==> config.mk <==
export PLATFORM = sky130hd
export DESIGN_NAME = mvm_front
export DESIGN_NICKNAME = d
export VERILOG_FILES = /design/src/design/mvm_pkg.sv /design/src/design/mvm_front.sv
export SDC_FILE = /design/constraint.sdc
export NUM_CORES = 1
export LEC_CHECK = 0
export BUFFER_PORTS_ARGS = -buffer_cell sky130_fd_sc_hd__buf_2
export CORE_MARGIN = 1.5
export CORE_UTILIZATION = 45
export CTS_BUF_LIST = sky130_fd_sc_hd__clkbuf_4 sky130_fd_sc_hd__clkbuf_8 sky130_fd_sc_hd__clkbuf_16
export DETAILED_ROUTE_END_ITERATION = 7
export MAX_ROUTING_LAYER = met4
export PLACE_DENSITY_LB_ADDON = 0.2
export SETUP_SLACK_MARGIN = 0.02
export SYNTH_ARGS = -nofsm -noshare
export SYNTH_HDL_FRONTEND = slang
export SYNTH_SLANG_ARGS = --single-unit
==> constraint.sdc <==
create_clock -name clk -period 3.3 [get_ports clk]
set_clock_uncertainty 0.05 [all_clocks]
set_input_delay 0.66 -clock clk [delete_from_list [all_inputs] [get_ports clk]]
set_output_delay 0.66 -clock clk [all_outputs]
set_load 0.02 [all_outputs]
==> src/design/mvm_pkg.sv <==
// Shared types and constants for the matrix-vector multiply unit.
// No dependencies; imported by mvm_front, mvm_back and the top module.
package mvm_pkg;

	localparam int MAX_DIM     = 16;
	localparam int DIM_W       = $clog2(MAX_DIM);
	localparam int SIZE_W      = 5;
	localparam int DATA_W      = 32;
	localparam int PROD_W      = 2 * DATA_W;
	localparam int ACC_W       = PROD_W + 8;
	localparam int FRAC_W      = 16;
	localparam int QUEUE_DEPTH = 4;
	localparam int QPTR_W      = $clog2(QUEUE_DEPTH);

	typedef enum logic [1:0] {
		OP_WR_MAT  = 2'd0,
		OP_WR_VEC  = 2'd1,
		OP_PRODUCT = 2'd2,
		OP_UNUSED  = 2'd3
	} op_t;

	typedef enum logic [1:0] {
		K_MAT_WR,
		K_VEC_WR,
		K_PRODUCT
	} kind_t;

	typedef enum logic {
		ST_IDLE,
		ST_RUN
	} back_state_t;

	typedef struct packed {
		op_t                op;
		logic [3:0]         row;
		logic [3:0]         col;
		logic signed [31:0] value;
	} in_item_t;

	typedef struct packed {
		logic [3:0]         out_row;
		logic signed [31:0] out_value;
		logic               last;
	} out_item_t;

	typedef struct packed {
		kind_t              kind;
		logic [DIM_W-1:0]   row;
		logic [DIM_W-1:0]   col;
		logic [DATA_W-1:0]  value;
	} q_item_t;

	// tag that travels with each MAC through the back-end pipeline
	typedef struct packed {
		logic             valid;
		logic             first;
		logic             lastcol;
		logic             lastrow;
		logic [DIM_W-1:0] row;
	} mac_tag_t;

endpackage

==> src/design/mvm_front.sv <==
// Front end: takes command beats, classifies them and queues them for the back end.
// Depends on mvm_pkg.
module mvm_front
	import mvm_pkg::*;
(
	input  logic     clk,
	input  logic     arst_n,
	input  logic     start,
	output logic     busy,
	input  in_item_t item,
	input  logic     q_pop,
	output logic     q_valid,
	output q_item_t  q_item
);

	q_item_t           fifo_q [QUEUE_DEPTH];
	logic [QPTR_W-1:0] wr_ptr_q;
	logic [QPTR_W-1:0] rd_ptr_q;
	logic [QPTR_W:0]   count_q;
	logic              push;
	logic              pop;
	q_item_t           entry;

	assign busy    = (count_q == (QPTR_W+1)'(QUEUE_DEPTH));
	assign q_valid = (count_q != '0);
	assign q_item  = fifo_q[rd_ptr_q];
	assign pop     = q_pop && q_valid;

	// the unused op is dropped here and never reaches the back end
	always_comb begin
		entry.row   = item.row;
		entry.col   = item.col;
		entry.value = item.value;
		entry.kind  = K_PRODUCT;
		push        = start && !busy;
		unique case (item.op)
			OP_WR_MAT:  entry.kind = K_MAT_WR;
			OP_WR_VEC:  entry.kind = K_VEC_WR;
			OP_PRODUCT: entry.kind = K_PRODUCT;
			OP_UNUSED:  push = 1'b0;
		endcase
	end

	always_ff @(posedge clk) begin
		if (push) begin
			fifo_q[wr_ptr_q] <= entry;
		end
	end

	always_ff @(posedge clk or negedge arst_n) begin
		if (!arst_n) begin
			wr_ptr_q <= '0;
			rd_ptr_q <= '0;
			count_q  <= '0;
		end else begin
			if (push) begin
				wr_ptr_q <= wr_ptr_q + 1'b1;
			end
			if (pop) begin
				rd_ptr_q <= rd_ptr_q + 1'b1;
			end
			unique case ({push, pop})
				2'b10:   count_q <= count_q + 1'b1;
				2'b01:   count_q <= count_q - 1'b1;
				default: count_q <= count_q;
			endcase
		end
	end

endmodule

Yosys cells after proc, flatten, opt, wreduce, memory -nomap -nowiden
Memory sizes are Yosys's and may differ from the RTL's.
Cells that the tools add are included.
{ "op_classes": {"n_addsub": 4, "n_mux": 5, "reduce_logical": 6, "n_eq_ne": 5} }
{ "op_table": {"columns": ["cell", "n"], "rows": [
  ["3-bit one-hot mux with 2 select lines", 1],
  ["2-bit by 1-bit adder with 2-bit output (second input constant)", 2],
  ["2-bit by 1-bit equality test with 1-bit output (second input constant)", 2],
  ["2-bit equality test (second input constant)", 2],
  ["2-bit one-hot mux with 2 select lines", 1],
  ["3-bit by 1-bit adder with 3-bit output (second input constant)", 1],
  ["3-bit equality test (second input constant)", 1],
  ["1-bit 2-to-1 mux", 3],
  ["3-bit nonzero test", 1],
  ["3-bit by 1-bit subtractor with 3-bit output (second input constant)", 1],
  ["1-bit logical AND", 2],
  ["2-bit zero test", 1],
  ["2-bit nonzero test", 1],
  ["1-bit zero test", 1]
]} }
{ "totals": {"memories": 1, "ramBits": 168, "ff_bits": 7, "word_cells": 24, "output_inout_bits": 44} }
{ "mem_list": {"columns": ["name", "words", "width", "read_ports", "rd_clocked_by_memory_dff", "wr", "line_no", "text"], "rows": [
  ["fifo_q", 4, 42, 1, 0, 1, "mvm_front.sv:16", "q_item_t fifo_q [QUEUE_DEPTH];"]
]} }

Longest topological paths before layout
{ "depth": {"word_depth": 6, "depth_mapped": 9, "ltp_nobuf": 9} }

Least setup slack after synthesis
OpenSTA, ideal clock, no wires.
{ "synth_timing": {"path_type": "input to register", "from": "input port start", "to": "memory fifo_q[0][0] in the netlist's numbering (enable)", "arrival_time_ns": 2.097, "required_time_ns": 2.847, "cell_stages": 3, "setup_slack_ns": 0.750, "setup_time_ns": 0.403, "cell_sequence": "inv_1 a211oi_4 and2_1"} }
{ "synth_between": {"elab_chain_len": 4} }
{ "synth_rtl": {"columns": ["item", "line_no", "text"], "rows": [
  ["from (decl)", "mvm_front.sv:8", "input logic start,"],
  ["1-bit logical AND", "mvm_front.sv:35", "push = start && !busy;"],
  ["1-bit 2-to-1 mux", "mvm_front.sv:36", "unique case (item.op)"],
  ["1-bit 2-to-1 mux", "mvm_front.sv:45", "if (push) begin"],
  ["1-bit 2-to-1 mux (implied by the code)", "mvm_front.sv:46", "fifo_q[wr_ptr_q] <= entry;"],
  ["to (decl)", "mvm_front.sv:16", null]
]} }
No other way between the ends.

==> impl_metrics.toml <==
[critical_path]
reg2regPathDepth = 4
rr_endpoint = "fifo_q[3][20]$_DFFE_PP_"
crit_chain = "buf_4, mux4_1, buf_2"
path_delay_family = "flip-flops"
crit_buf_inv = 2
critPathSlowestCell = "dfrtp_4"
path_class = "reg -> out"
worst_setup_path_start_kind = "flop"
crit_fanout = 22
r2r-start = "count_q[2]$_DFFE_PN0P_"
reg2reg_slack_ns = 1.10
cp_slowest_stage_delay_ns = 0.71
worstPathArrival_ns = 2.15
worstPathRequired_ns = 2.59
cp-end-kind = "output port"

[clocking]
cts_sinks = 175
clk_path_buf_depth = 2
clock_latency_ns = 0.42
cts_resized = 0
cts_made_buffers = 17
cts.reportedPaths.clkPinSlew_ns = 0.07
cts_hold_buf = 0
ctsHtreeMaxLevel = 4
cts_root_buf = "clkbuf_16"
cts_tree = "built"
post-cts-setup-buffers = 0

[sta]
hold_ws_ns = 0.0129
rsz0062_at_grt = "false"
post-route-period-util_pct = 86.5
hold_viol = 0
post-route-min-period_ns = 2.86
setup_tns_ns = 0
slew_violations = 0
worst_pin_slew_ns = 0.708
maxSlewHeadroom_pct = 52.8
max_freq_mhz = 350
finalSetupViolCount = 0

[die]
start_util_pct = 46.6
io_pins = 90
row_count = 43
dieArea_sq_mm = 0.0153
fp.dieW_um = 124
dieHeight_um = 124
core_sq_mm = 0.0141

[synth]
synth_seq_cells = 175
ys_seq_area_share_pct = 79.4
synth_nets = 312
synth_area_leaders = "edfxtp_1 (77%), mux4_2 (13%), dfrtp_1 (2.7%), mux4_1 (1.6%), buf_12 (1.2%)"
synth_cell_types = 23
synth_edf_count = 168
ys_warn_count = 0
async_reset_ff_share_pct = 4.00
syn_area_sq_mm = 0.00657
synth_most_common_cell = "edfxtp_1"
synth_ff_type = "edfxtp_1"
syn_area_per_cell_sq_um = 25.3
yosys.area.top_type_share_pct = 76.7
postSynthCellCount = 260
yosysTopAreaCell = "edfxtp_1"
synth_common_cells = "edfxtp_1 (168), mux4_2 (38), dfrtp_1 (7), inv_1 (7)"

[final_layout]
multi_input_area_sq_mm = 0.00121
ff_latch_area_sq_mm = 0.00523
final_util_pct = 55.9
finalNetCount = 420
final_area_sq_mm = 0.00787
drive_gt1_share_pct = 47.0
fill_cells = 1096
synthToLayoutAreaGrowth_pct = 19.8

[drt]
viasPerCell = 5.18
drtPass1Iterations = 4
drc = 0
drtIter0Drc = 211
routedWlPerCell_um = 19.5
ant_nets = 0
routed_wirelength_mm = 11.0
vias = 2912

[pwr]
p_leak_uw = 0.00275
ir_drop_mv = 0.434
power_uw = 7130
p_per_area_mw_per_mm2 = 905

[outcome]
status = "finished, final reports clean"

[global_route]
antenna_found_initial = 1
overflow = 0
track_usage_pct = 16.3
grt_pass1_vias = 3128
grt_max_degree = 29
grt_pass1_wl_mm = 16.8

[flow_run]
cap_viol_max_count = 0

[placement]
hpwl_mm = 6.93
portBuffers = 89
placed_cell_area_sq_mm = 0.00728
globalplace.congestion = 0.735

[hold_path]
hp-class = "in -> async"
## final cells by class
cell class,instances,area share [%]
multi-input cells,67,15.4
flip-flops and latches,175,66.4
clock buffers,17,5.40
repair buffers,100,7.50
clock inverters,15,2.11
inverters,7,0.334
well taps,180,2.86
diodes,1,0.0318
## per-stage QoR
stage                     instances  setup WS (ns)
after floorplan                 260          0.750
after global placement          529          0.825
after detailed placement        529          0.783
after CTS                       561          0.382
after global routing            562          0.308
final                           562          0.444
## worst reg2reg max path, stage by stage (launching register included)
cell and delay (ns):
dfrtp_1 0.41, nor3b_2 0.19, a211oi_4 0.30, and2_2 0.68
buf_4 0.28
## kinds of logic (layout without fill, tap and decap cells)
logic type,after synthesis,in the layout,share of synthesized area [%]
other,0,1,0
AO/OA/AOI/OAI,2,2,0.438
XOR/XNOR,6,6,0.800
multiplexers,44,44,15.0
adder cells (fa/ha/maj),6,6,1.26
buffers and inverters,18,139,2.23
flip-flops,175,175,79.4
AND/OR/NAND/NOR,9,9,0.875
## cells in the final DEF, fill, tap and decap left out, types with 2 or more instances in the layout
master     synthesis  routed
mux4_2            38      38
buf_12             4       5
and2_2             0       4
dfrtp_1            7       5
inv_8              0       3
xor2_1             3       3
edfxtp_1         168     168
clkbuf_16          0      17
ha_1               5       5
mux4_1             4       4
clkinv_4           0       2
buf_2              5      89
inv_6              0       7
inv_1              7       7
buf_4              0       6
xnor2_1            3       3
## worst max path at each step
stage	startpoint	to	slack [ns]	depth (start not counted)
2_1_floorplan	start	fifo_q[0][0]$_DFFE_PP_	0.75	3
3_3_place_gp	item[41]	fifo_q[3][20]$_DFFE_PP_	0.82	4
3_5_place_dp	item[41]	fifo_q[3][15]$_DFFE_PP_	0.78	4
4_1_cts	rd_ptr_q[0]$_DFFE_PN0P_	q_item[41]	0.38	3
5_1_grt	rd_ptr_q[0]$_DFFE_PN0P_	q_item[2]	0.31	3
6_report	rd_ptr_q[0]$_DFFE_PN0P_	q_item[2]	0.44	3
## per-layer routing
metal	GRT usage (%)	share of wire, %	routed length (um)
met1	21.4	45	4910
met2	24.3	48	5250
met3	4.62	6.2	684
met5	-	0	0
met4	6.47	1.1	121
## flip-flops by register name, indices dropped and copies added (netlist names)
name      count
rd_ptr_q      2
wr_ptr_q      2
fifo_q      168
count_q       3
## power breakdown
| group | internal [uW] | switching [uW] | total, uW |
|---|---|---|---|
| sequential | 2840 | 222 | 3060 |
| clock | 1080 | 888 | 1970 |
| combinational | 947 | 1150 | 2100 |
| total | 4870 | 2260 | 7130 |
Power figures use the tool's default switching activity.
